File: config.mk
export PLATFORM = sky130hd
export DESIGN_NAME = chc_ctrl
export DESIGN_NICKNAME = d
export VERILOG_FILES = /design/src/chc_pkg.sv /design/src/chc_ctrl.sv
export SDC_FILE = /design/constraint.sdc
export NUM_CORES = 1
export LEC_CHECK = 0
export ABC_AREA = 1
export BUFFER_PORTS_ARGS = -buffer_cell sky130_fd_sc_hd__buf_4
export CORE_MARGIN = 2
export CORE_UTILIZATION = 30
export DETAILED_ROUTE_END_ITERATION = 10
export PLACE_DENSITY = 0.47
export RECOVER_POWER = 25
export REMOVE_ABC_BUFFERS = 1
export SKIP_LAST_GASP = 1
export SYNTH_ARGS = -nofsm -noshare
export SYNTH_HDL_FRONTEND = slang
export SYNTH_SLANG_ARGS = --single-unit
File: constraint.sdc
create_clock -name clk -period 1.8 [get_ports clk]
set_input_delay 0.09 -clock clk [delete_from_list [all_inputs] [get_ports clk]]
set_output_delay 0.09 -clock clk [all_outputs]
set_load 0.05 [all_outputs]
File: src/chc_pkg.sv
// Package for the column histogram centroid block: field widths, word types,
// controller states, command/status structs and width helper functions.
// No dependencies.
package chc_pkg;

  // Fixed field widths
  localparam int PIX_W      = 8;
  localparam int COL_W      = 10;
  localparam int CNT_W      = 17;
  localparam int CW_W       = 7;
  localparam int NF_W       = 9;
  localparam int Q4_W       = 14;
  localparam int WID_W      = 15;
  localparam int CFG_IDX_W  = 2;
  localparam int CFG_DATA_W = 9;

  // Columns at or past this limit are flagged as overflow
  localparam int MAX_COLUMNS = 1024;

  // Defaults for the top-level parameters
  localparam int DEF_MAX_CELLS = 256;
  localparam int DEF_FRAC_BITS = 4;

  localparam logic [CNT_W-1:0] CNT_MAX = '1;
  localparam logic [Q4_W-1:0]  Q4_MAX  = '1;

  // Configuration register indexes and reset values
  localparam logic [CFG_IDX_W-1:0] REG_CELL_WIDTH = 2'd0;
  localparam logic [CFG_IDX_W-1:0] REG_NOISE_FRAC = 2'd1;
  localparam logic [CW_W-1:0]      CW_RESET       = 7'd8;
  localparam logic [NF_W-1:0]      NF_RESET       = 9'd77;

  typedef struct packed {
    logic [PIX_W-1:0] pixel_value;
    logic [COL_W-1:0] column;
    logic             frame_end;
  } in_word_t;

  typedef struct packed {
    logic [Q4_W-1:0]  center_q4;
    logic [Q4_W-1:0]  deviation_q4;
    logic [WID_W-1:0] width_q4;
    logic             empty_frame;
    logic             column_overflow;
  } out_word_t;

  typedef enum logic [4:0] {
    ST_CLEAR, ST_IDLE, ST_CHECK, ST_DIV_PIX, ST_LOOKUP, ST_INCR,
    ST_PEAK, ST_THR, ST_SWEEP, ST_TEST,
    ST_MUL_SQ, ST_NN_LD, ST_MUL_NN, ST_X_LD, ST_MUL_X,
    ST_SQRT_LD, ST_SQRT, ST_DEV_LD, ST_DIV_DEV,
    ST_NC_LD, ST_MUL_NC, ST_CTR_LD, ST_DIV_CTR, ST_EMIT
  } state_t;

  typedef enum logic [1:0] {DSEL_PIX, DSEL_DEV, DSEL_CTR} div_sel_t;
  typedef enum logic [1:0] {MSEL_SQ, MSEL_NN, MSEL_X, MSEL_NC} mul_sel_t;

  typedef struct packed {
    logic     clear_wr;
    logic     load_in;
    logic     div_load;
    div_sel_t div_sel;
    logic     div_step;
    logic     pix_lookup;
    logic     pix_incr;
    logic     peak_rd;
    logic     thr_load;
    logic     sweep_rd;
    logic     mul_load;
    mul_sel_t mul_sel;
    logic     mul_step;
    logic     save_p;
    logic     sqrt_load;
    logic     sqrt_step;
    logic     save_dev;
    logic     emit;
  } cmd_t;

  typedef struct packed {
    logic pix_set;
    logic frame_end;
    logic ovf_hit;
    logic sum_zero;
    logic out_full;
  } status_t;

  // Width helpers
  function automatic int idx_w(input int cells);
    return $clog2(cells);
  endfunction

  function automatic int sum_w(input int cells);
    return CNT_W + idx_w(cells);
  endfunction

  function automatic int n_w(input int cells);
    return sum_w(cells) + idx_w(cells);
  endfunction

  function automatic int q_w(input int cells);
    return sum_w(cells) + 2 * idx_w(cells);
  endfunction

  function automatic int v_w(input int cells);
    return sum_w(cells) + q_w(cells);
  endfunction

  function automatic int x_w(input int cells, input int frac);
    return v_w(cells) + 2 * CW_W + 2 * frac + 2;
  endfunction

  function automatic int xe_w(input int cells, input int frac);
    return x_w(cells, frac) + (x_w(cells, frac) & 1);
  endfunction

  function automatic int root_w(input int cells, input int frac);
    return xe_w(cells, frac) >> 1;
  endfunction

  function automatic int div_w(input int cells, input int frac);
    int a;
    int b;
    int r;
    a = n_w(cells) + CW_W + frac + 1;
    b = root_w(cells, frac) + 2;
    r = (a > b) ? a : b;
    if (r < COL_W) r = COL_W;
    return r;
  endfunction

  function automatic int mb_w(input int cells);
    return n_w(cells);
  endfunction

  function automatic int step_w(input int cells, input int frac);
    int lim;
    lim = cells + 2;
    if (div_w(cells, frac) > lim) lim = div_w(cells, frac);
    if (mb_w(cells) > lim) lim = mb_w(cells);
    if (root_w(cells, frac) > lim) lim = root_w(cells, frac);
    return $clog2(lim + 1);
  endfunction

endpackage

File: src/chc_ctrl.sv
// Controller for the column histogram centroid block: sequences pixel updates,
// the end-of-frame histogram sweeps and the shared multiply/sqrt/divide steps.
// Depends on chc_pkg.
module chc_ctrl #(
  parameter int MAX_CELLS = 256,
  parameter int FRAC_BITS = 4
) (
  input  logic                                              clk,
  input  logic                                              rst,
  input  logic                                              in_valid,
  output logic                                              in_stall,
  input  chc_pkg::status_t                                  status,
  output chc_pkg::cmd_t                                     cmd,
  output logic [chc_pkg::step_w(MAX_CELLS, FRAC_BITS)-1:0]  step
);

  import chc_pkg::*;

  localparam int STEP_W = step_w(MAX_CELLS, FRAC_BITS);
  localparam int D_W    = div_w(MAX_CELLS, FRAC_BITS);
  localparam int MB_W   = mb_w(MAX_CELLS);
  localparam int R_W    = root_w(MAX_CELLS, FRAC_BITS);

  localparam logic [STEP_W-1:0] CELLS_END  = STEP_W'(MAX_CELLS);
  localparam logic [STEP_W-1:0] LAST_CLEAR = STEP_W'(MAX_CELLS - 1);
  localparam logic [STEP_W-1:0] LAST_PEAK  = STEP_W'(MAX_CELLS);
  localparam logic [STEP_W-1:0] LAST_SWEEP = STEP_W'(MAX_CELLS + 2);
  localparam logic [STEP_W-1:0] LAST_PIX   = STEP_W'(COL_W - 1);
  localparam logic [STEP_W-1:0] LAST_DIV   = STEP_W'(D_W - 1);
  localparam logic [STEP_W-1:0] LAST_MUL   = STEP_W'(MB_W - 1);
  localparam logic [STEP_W-1:0] LAST_SQRT  = STEP_W'(R_W - 1);

  state_t            state, state_next;
  logic [STEP_W-1:0] step_next;

  // State and step counter
  always_ff @(posedge clk) begin
    if (rst) begin
      state <= ST_CLEAR;
      step  <= '0;
    end else begin
      state <= state_next;
      step  <= step_next;
    end
  end

  assign in_stall = (state != ST_IDLE);

  // Next state and commands
  always_comb begin
    state_next = state;
    step_next  = '0;
    cmd        = '0;
    case (state)
      ST_CLEAR: begin
        cmd.clear_wr = 1'b1;
        if (step == LAST_CLEAR) state_next = ST_IDLE;
        else step_next = step + STEP_W'(1);
      end
      ST_IDLE: begin
        if (in_valid) begin
          cmd.load_in = 1'b1;
          state_next  = ST_CHECK;
        end
      end
      ST_CHECK: begin
        if (status.pix_set) begin
          cmd.div_load = 1'b1;
          cmd.div_sel  = DSEL_PIX;
          state_next   = ST_DIV_PIX;
        end else if (status.frame_end) begin
          state_next = ST_PEAK;
        end else begin
          state_next = ST_IDLE;
        end
      end
      ST_DIV_PIX: begin
        cmd.div_step = 1'b1;
        if (step == LAST_PIX) state_next = ST_LOOKUP;
        else step_next = step + STEP_W'(1);
      end
      ST_LOOKUP: begin
        cmd.pix_lookup = 1'b1;
        if (!status.ovf_hit) state_next = ST_INCR;
        else if (status.frame_end) state_next = ST_PEAK;
        else state_next = ST_IDLE;
      end
      ST_INCR: begin
        cmd.pix_incr = 1'b1;
        state_next   = status.frame_end ? ST_PEAK : ST_IDLE;
      end
      // find the peak count
      ST_PEAK: begin
        cmd.peak_rd = (step < CELLS_END);
        if (step == LAST_PEAK) state_next = ST_THR;
        else step_next = step + STEP_W'(1);
      end
      ST_THR: begin
        cmd.thr_load = 1'b1;
        state_next   = ST_SWEEP;
      end
      // threshold, accumulate moments and clear cells
      ST_SWEEP: begin
        cmd.sweep_rd = (step < CELLS_END);
        if (step == LAST_SWEEP) state_next = ST_TEST;
        else step_next = step + STEP_W'(1);
      end
      ST_TEST: begin
        if (status.sum_zero) begin
          state_next = ST_EMIT;
        end else begin
          cmd.mul_load = 1'b1;
          cmd.mul_sel  = MSEL_SQ;
          state_next   = ST_MUL_SQ;
        end
      end
      ST_MUL_SQ: begin
        cmd.mul_step = 1'b1;
        if (step == LAST_MUL) state_next = ST_NN_LD;
        else step_next = step + STEP_W'(1);
      end
      ST_NN_LD: begin
        cmd.save_p   = 1'b1;
        cmd.mul_load = 1'b1;
        cmd.mul_sel  = MSEL_NN;
        state_next   = ST_MUL_NN;
      end
      ST_MUL_NN: begin
        cmd.mul_step = 1'b1;
        if (step == LAST_MUL) state_next = ST_X_LD;
        else step_next = step + STEP_W'(1);
      end
      ST_X_LD: begin
        cmd.mul_load = 1'b1;
        cmd.mul_sel  = MSEL_X;
        state_next   = ST_MUL_X;
      end
      ST_MUL_X: begin
        cmd.mul_step = 1'b1;
        if (step == LAST_MUL) state_next = ST_SQRT_LD;
        else step_next = step + STEP_W'(1);
      end
      ST_SQRT_LD: begin
        cmd.sqrt_load = 1'b1;
        state_next    = ST_SQRT;
      end
      ST_SQRT: begin
        cmd.sqrt_step = 1'b1;
        if (step == LAST_SQRT) state_next = ST_DEV_LD;
        else step_next = step + STEP_W'(1);
      end
      ST_DEV_LD: begin
        cmd.div_load = 1'b1;
        cmd.div_sel  = DSEL_DEV;
        state_next   = ST_DIV_DEV;
      end
      ST_DIV_DEV: begin
        cmd.div_step = 1'b1;
        if (step == LAST_DIV) state_next = ST_NC_LD;
        else step_next = step + STEP_W'(1);
      end
      ST_NC_LD: begin
        cmd.save_dev = 1'b1;
        cmd.mul_load = 1'b1;
        cmd.mul_sel  = MSEL_NC;
        state_next   = ST_MUL_NC;
      end
      ST_MUL_NC: begin
        cmd.mul_step = 1'b1;
        if (step == LAST_MUL) state_next = ST_CTR_LD;
        else step_next = step + STEP_W'(1);
      end
      ST_CTR_LD: begin
        cmd.div_load = 1'b1;
        cmd.div_sel  = DSEL_CTR;
        state_next   = ST_DIV_CTR;
      end
      ST_DIV_CTR: begin
        cmd.div_step = 1'b1;
        if (step == LAST_DIV) state_next = ST_EMIT;
        else step_next = step + STEP_W'(1);
      end
      ST_EMIT: begin
        if (!status.out_full) begin
          cmd.emit   = 1'b1;
          state_next = ST_IDLE;
        end
      end
      default: begin
        state_next = ST_IDLE;
      end
    endcase
  end

endmodule

# Word-level counts from Yosys, hierarchy flattened
# Index checks and enable logic that the tools add are counted.
[word_totals]
in_bits = 8
output_inout_bits = 30
elab_cells = 99
register_bits = 14
[op_classes]
order_cmp = 1
n_eq_ne = 44
addsub = 1
n_reduce_logical = 5
muxes = 46
[op_table]
columns = ["operator", "n"]
rows = [
  ["case mux 5 bit (24 select lines)", 1],
  ["two-way mux 5 bit", 16],
  ["two-way mux 9 bit", 7],
  ["case mux 9 bit (7 select lines)", 1],
  ["equality test 5 x 4 -> 1 bit, second input constant", 8],
  ["equality test 5 bit, second input constant", 8],
  ["equality test 9 x 6 -> 1 bit, second input constant", 3],
  ["!= test 2 bit, second input constant", 13],
  ["equality test 5 x 3 -> 1 bit, second input constant", 4],
  ["equality test 9 bit, second input constant", 2],
  ["two-way mux 1 bit", 16],
  ["AND reduction 13 bit", 1],
  ["case mux 3 bit (4 select lines)", 1],
  ["equality test 5 x 2 -> 1 bit, second input constant", 2],
  ["adder 9 x 1 -> 9 bit, second input constant", 1],
  ["equality test 9 x 4 -> 1 bit, second input constant", 1],
  ["equality test 9 x 8 -> 1 bit, second input constant", 1],
  ["less-than comparator 9 bit, second input constant", 1],
  ["two-way mux 3 bit", 3],
  ["case mux 3 bit (3 select lines)", 1],
  ["equality test 5 x 1 -> 1 bit, second input constant", 1],
  ["logical NOT 5 bit", 1],
  ["!= test 5 x 1 -> 1 bit, second input constant", 1],
  ["OR reduction 4 bit", 1],
  ["other kinds (2)", 2],
]

# Depth between registers and ports, before layout
# Gate-level depths: netlist of the first run.
[depth]
ltp_word = 3
ltp_mapped = 16
mapped_depth_nobuf = 16

# Worst setup path before layout of the first run
# Ideal clock, no wire load.
[synth_path]
path_type = "flip-flop to output port"
start = "register state[4]"
end = "output port cmd[8] (netlist name)"
t_required_ps = 1710
path_buffers = 1
t_arrival_ps = 2423
slack_ps = -713
path_stages_with_launch = 7
cell_sequence = "dfxtp_1 > inv_2 > buf_4 > nand3_1 > o21ai_0 > nor2_1 > nand2_1"
[synth_rtl]
columns = ["element", "line", "rtl"]
rows = [
  ["from (decl)", "chc_ctrl.sv:33", "state_t state, state_next;"],
  ["from (signal assigned)", "chc_ctrl.sv:42", "state <= state_next;"],
  ["to (decl)", "chc_ctrl.sv:13", "output chc_pkg::cmd_t cmd,"],
]

# Worst setup path after layout of the first run
[layout_path]
start = "register step[0] (netlist name)"
end = "register state[1]"
[layout_via]
elab_chain_len = 3
elab_cells_between_ends = 19
classes_between = "eq/ne (18); reduce/logical (1)"
[layout_rtl]
columns = ["element", "line", "rtl"]
rows = [
  ["from (decl)", "chc_ctrl.sv:14", "output logic [chc_pkg::step_w(MAX_CELLS, FRAC_BITS)-1:0] step"],
  ["from (signal assigned)", "chc_ctrl.sv:43", "step <= step_next;"],
  ["equality test 9 x 6 -> 1 bit, or another cell as far along", "chc_ctrl.sv:159, chc_ctrl.sv:180", ""],
  ["!= test 2 bit (no source line)", "n/a", ""],
  ["AND reduction 13 bit (no source line) (*)", "n/a", ""],
]
# Mark *: on every way between the ends. The rest lies on a longest branch, timed or not.
# A chain may end at the register's enable or synchronous reset.

==> results.toml, run 1 <==
[critical_path]
critPathKind = "flop to flop"
start_kind = "flop"
ff2ff_path_depth = 16
crit_path_cell_trace = "ha_4 -> nand2_2 -> inv_2 -> nand3_2 -> nor2_1 -> nand2_1 -> nor2_2 -> ha_2 -> inv_2 -> nand2_2 -> nand3_2 -> nor2_4 -> nand2_4 -> nand2_2 -> nand2_1 -> nor2_1"
cp_max_fo = 5
cp-end-kind = "flop"
worst-path-buf-inv = 2
critPathLaunch = "step[0]"
critPathArrivalTime_ns = 2.05
critPathTopFamily = "simple AND/OR/NAND/NOR gates"
critPathSlowestCell = "dfxtp_2"
cp.required_ns = 2.00
reg2reg_slack_ns = -0.05
r2r_start = "step[0]"
r2r_end = "state[1]"
path_common_cell = "nand2_2"
max_stage_delay_ns = 0.35

[power_and_ir_drop]
power.leakage_nw = 1.44
peakVddDrop_mv = 0.485
pwr_density_cell_nw_per_um2 = 851

[sta]
worst_slew_pin_slew_ns = 0.593
whs_ns = 0.110
fin_skew_ns = 0.0122
period_share_pct = 103
setup_tns_ns = -0.127
setup_viol = 4
hold_viol = 0
period_minus_slack_ns = 1.85
final.setup.worst_slack_ns = -0.0492
max_freq_mhz = 541
maxSlewHeadroom_pct = 60.6
rsz0062_at_grt = "yes"
maxSlewViolCount = 0

[logic_synthesis]
synth_area_leaders = "nand3_1, dfxtp_1, nand2_1"
syn_inst = 342
ys_ff_latch = 14
synth_cell_types = 30
yosys-mux-area-fraction_pct = 0
yosysTopAreaCellShare_pct = 15.3
synth_top_family_by_area = "simple AND/OR/NAND/NOR gates"
syn-cell-area_um2 = 1960
yosys_warnings = 0
synthAdderAreaFrac_pct = 3.82
synth_compound_area_share_pct = 9.04
synth_xor_area_share_pct = 0
synthSimpleGateAreaFrac_pct = 60.3
synth_area_leader_cell = "nand3_1"
yosysSeqAreaShare_pct = 14.3
syn_area_per_cell_um2 = 5.74

[drt]
drt.antenna.violating_nets = 0
drc_errors = 0
first_iter_violations = 140
drt_wl_total_um = 6930
vias = 2453
first_pass_iters = 4
wl_per_cell_um = 14.0
viasPerCell = 4.97

[global_route]
grt_pass1_wl_um = 11100
grt_pass1_vias = 2300
track_usage_pct = 19.0
grt_max_degree = 14
grt-ovfl-total = 0
antenna_found_initial = 0

[cells_and_area]
antenna_cells = 0
regArea_um2 = 284
areaGrowthSynthToFinish_pct = 39.0
fin_area_um2 = 2730
multi_input_area_um2 = 1520
drive_gt1_share_pct = 36.5
n_fill_cell = 708
instances_no_fill = 494
nets = 432
utilization_pct = 43.0

[clock_network]
clk_latency_ns = 0.26
cts-hold-fix-buffers = 0
cts_max_level = 1
cts_tree = "done"
clkTransAtPathRegs_ns = 0.08
clock-sinks = 14
clock-root-buffer = "clkbuf_8"
clk_path_buf_depth = 2
cts_buffers = 3

[floorplan]
core_um2 = 6350
rows = 29
initial_utilization_pct = 30.9
die_area_um2 = 7210
io_pins = 38
die_h_um = 84.9
die_x_um = 84.9

[placed_design]
dp_hpwl_um = 5430
gp_congestion = 0.873
dp_cells = 482
numPortBuffers = 37
place_area_um2 = 2530

[min_path]
hold_start = "rst"
min_to = "state[4]"
hold_class = "primary input to flop"
holdPathStages = 2

[flow_run]
cap_violations = 0

[run_status]
violations = "setup timing"
outcome = "complete, but fails checks"
-- how the worst max path moves through the flow --
stage,slack (ns),to,cells after the start
after global routing,-0.21,state[1],16
after CTS,-0.05,state[1],15
after global placement,-0.08,state[1],15
after detailed placement,-0.16,state[0],16
final,-0.05,state[1],16
after floorplan,-0.80,cmd[8],5
-- cells in the final DEF (no fill, tap or decap), types with 2 or more instances in the layout --
cell type | netlist | layout
nand2_1 | 71 | 66
nor2_4 | 5 | 6
nor2_1 | 48 | 46
nor2_2 | 8 | 9
o21ai_0 | 20 | 20
buf_4 | 3 | 77
inv_1 | 38 | 32
nand2_2 | 6 | 10
nand4_1 | 7 | 7
dfxtp_1 | 14 | 11
nor3_1 | 8 | 8
clkbuf_8 | 0 | 4
inv_2 | 9 | 14
nand2_4 | 5 | 6
a21oi_1 | 10 | 10
dfxtp_2 | 0 | 3
inv_4 | 2 | 3
ha_2 | 0 | 3
nand3_1 | 60 | 57
nand3_4 | 3 | 3
ha_4 | 0 | 2
nand3_2 | 6 | 9
-- per-stage QoR --
stage | power [mW] | worst slack [ns]
after global placement | 1.88 | -0.0818
after CTS | 2.28 | -0.0490
final | 2.32 | -0.0492
after floorplan | 1.44 | -0.800
after detailed placement | 1.87 | -0.156
after global routing | 2.49 | -0.208
-- flip-flops by register name, indices dropped and copies added, names as in the netlist --
name / flops
state: 5
step: 9
-- layout make-up --
type | instances | area share (%)
clock buffers | 4 | 2.02
inverters | 50 | 7.19
multi-input cells | 271 | 55.6
flip-flops and latches | 14 | 10.4
well taps | 77 | 3.53
repair buffers | 78 | 21.3
-- cells by family (layout without fill, tap and decap cells) --
group	Yosys count	after routing
compound gates	34	34
fa+ha+maj	6	6
buf+inv	57	132
flops	14	14
simple gates	231	231
-- power by group --
group          total (mW)  switching (mW)  leakage (nW)  internal [mW]
Clock               0.337           0.142        0.0288          0.194
Sequential          0.426          0.0634         0.115          0.363
Combinational        1.56            1.02          1.29          0.541
-- timing repair --
action,in CTS,in global routing
endpoints found under the setup margin,12,19
gates resized for setup,17,13
pin swaps,15,10
cloned,0,0
setup buffers,7,3
-- cell usage after synthesis --
cell type  instances
a21oi_1           10
a31oi_1            2
and3_1             1
buf_2              1
buf_4              3
buf_6              2
clkbuf_1           1
clkinv_2           1
dfxtp_1           14
ha_1               6
inv_1             38
inv_2              9
inv_4              2
nand2_1           71
nand2_2            6
nand2_4            5
nand3_1           60
nand3_2            6
nand3_4            3
nand4_1            7
nor2_1            48
nor2_2             8
nor2_4             5
nor2_8             1
nor3_1             8
nor3b_1            1
nor4_1             1
o211ai_1           1
o21a_1             1
o21ai_0           20
-- layer usage --
layer	vias up	routed length (µm)	GRT usage, %
li1	1268	-	-
met1	1122	3150	24.4
met2	54	3440	33.6
met3	9	245	1.75
met4	0	97	5.63
met5	-	0	0
Power figures use the tool's default switching activity.
==> run 2: changes to the inputs <==
--- a/config.mk
+++ b/config.mk
@@ -7,13 +7,12 @@
 export LEC_CHECK = 0
 export ABC_AREA = 1
 export BUFFER_PORTS_ARGS = -buffer_cell sky130_fd_sc_hd__buf_4
-export CORE_MARGIN = 2
+export CORE_MARGIN = 4
 export CORE_UTILIZATION = 30
 export DETAILED_ROUTE_END_ITERATION = 10
 export PLACE_DENSITY = 0.47
 export RECOVER_POWER = 25
 export REMOVE_ABC_BUFFERS = 1
-export SKIP_LAST_GASP = 1
 export SYNTH_ARGS = -nofsm -noshare
 export SYNTH_HDL_FRONTEND = slang
 export SYNTH_SLANG_ARGS = --single-unit
==> run 2 against run 1 <==
Net effect: the flow still finishes with violations (setup timing); cell count shrank 0.81%; power shrank 1.6%; largest power group unchanged; register-to-register slack gained 0.04 ns; highest routed layer unchanged; critical endpoint is now cmd[8]; combinational power is essentially flat; count of clock-buffer cells in the layout is the same; final area shrank 1.0%.
==> results.toml, run 2 (synthesis gave the netlist of run 1 again) <==
[sta]
hold_viol = 0
worst_slew_pin_slew_ns = 0.594
period_minus_slack_ns = 1.85
final.setup.worst_slack_ns = -0.0466
fin_skew_ns = 0.00207
maxSlewHeadroom_pct = 60.5
rsz0062_at_grt = "yes"
setup_viol = 4
period_share_pct = 103
maxSlewViolCount = 0
max_freq_mhz = 542

[drt]
vias = 2428
wl_per_cell_um = 13.9
drt.antenna.violating_nets = 0
first_iter_violations = 144
viasPerCell = 4.96
first_pass_iters = 4
drt_wl_total_um = 6830
drc_errors = 0

[cells_and_area]
areaGrowthSynthToFinish_pct = 37.6
largest_reg_flops = 9
multi_input_area_um2 = 1520
n_fill_cell = 687
antenna_cells = 0
reg_top3 = "step: 9 flops, state: 5 flops"
regMostFlops = "step"
fin_area_um2 = 2700
instances_no_fill = 490
drive_gt1_share_pct = 33.4
nets = 428
utilization_pct = 42.6
regArea_um2 = 285
layout_common_cells = "nand2_1, buf_4, nand3_1"

[global_route]
met2_usage_pct = 33.3
antenna_found_initial = 0
grt_util_met1_pct = 21.9
track_usage_pct = 17.9
gr-usage-met3_pct = 2.49
grt_pass1_vias = 2266
grt_pass1_wl_um = 11000
gr-max-usage-layer = "met2"
grt-ovfl-total = 0
grt_max_degree = 14

[run_status]
outcome = "complete, but fails checks"
violations = "setup timing"

[placed_design]
dp_hpwl_um = 5480
place_area_um2 = 2510
gp_congestion = 0.897
dp_cells = 479
pre_cts_ws_ns = -0.149
numPortBuffers = 37

[floorplan]
die_h_um = 88.9
die_area_um2 = 7910
io_pins = 38
initial_utilization_pct = 30.9
die_x_um = 88.9
core_um2 = 6350
rows = 29

[critical_path]
reg2reg_slack_ns = -0.01
cp.required_ns = 1.71
r2r_start = "step[1]"
critPathKind = "flop to output pin"
r2r_end = "state[1]"
critPathLaunch = "state[1]"
cp-end-kind = "output pin"
cp_max_fo = 6
critPathArrivalTime_ns = 1.76
start_kind = "flop"
ff2ff_path_depth = 16

[power_and_ir_drop]
peakVddDrop_mv = 0.602
pwr_density_cell_nw_per_um2 = 846
finalPower_mw = 2.29
power.leakage_nw = 1.43

[clock_network]
cts_tree = "done"
clk_path_buf_depth = 2
clk_latency_ns = 0.25
clock-root-buffer = "clkbuf_8"
cts_max_level = 1
cts_buffers = 3
clkTransAtPathRegs_ns = 0.06
clock-sinks = 14

[min_path]
hold_start = "rst"
holdPathStages = 2
min_to = "step[2]"
hold_class = "primary input to flop"

[flow_run]
cap_violations = 0
-- run 2: cell type report --
class	count	area share [%]
multi-input combinational	271	56.3
sequential	14	10.6
tap	77	3.56
inverter	50	7.27
timing repair buffer	74	20.3
clock buffer	4	2.04
-- run 2: what timing repair did --
item | in CTS | in global routing
pin swaps | 14 | 4
hold buffers | 0 | 0
buffers inserted | 7 | 1
setup endpoints to repair | 10 | 19
resized for setup | 14 | 13
-- run 2: how the worst max path moves through the flow --
stage          slack [ns]       end
2_1_floorplan       -0.80    cmd[8]
3_3_place_gp        -0.09  state[1]
5_1_grt             -0.20  state[1]
6_report            -0.05    cmd[8]
4_1_cts             -0.05  state[0]
3_5_place_dp        -0.15  state[1]
-- run 2: where the power goes --
group / switching [mW] / internal [mW]
sequential: 0.0689 / 0.363
combinational: 1.01 / 0.523
clock: 0.124 / 0.194
total: 1.21 / 1.08
-- run 2: critical path, stage by stage, from the launching register on --
cell     delay [ns]
dfxtp_1        0.49
nand2_1        0.20
inv_2          0.15
nand3_1        0.17
o21ai_0        0.16
nor2_1         0.08
nand2_1        0.06
buf_4          0.20
-- run 2: layer usage --
layer	share of wire, %	up-vias
met2	50	73
li1	-	1262
met3	5.0	4
met5	0	-
met4	0.67	0
met1	44	1089
-- run 2: stage by stage --
step                      hold WS (ns)  setup TNS [ns]
final                            0.121         -0.0928
after global routing             0.119           -1.74
after CTS                        0.115          -0.147
after detailed placement         0.385          -0.573
after global placement           0.386          -0.278
after floorplan                  0.159           -6.93
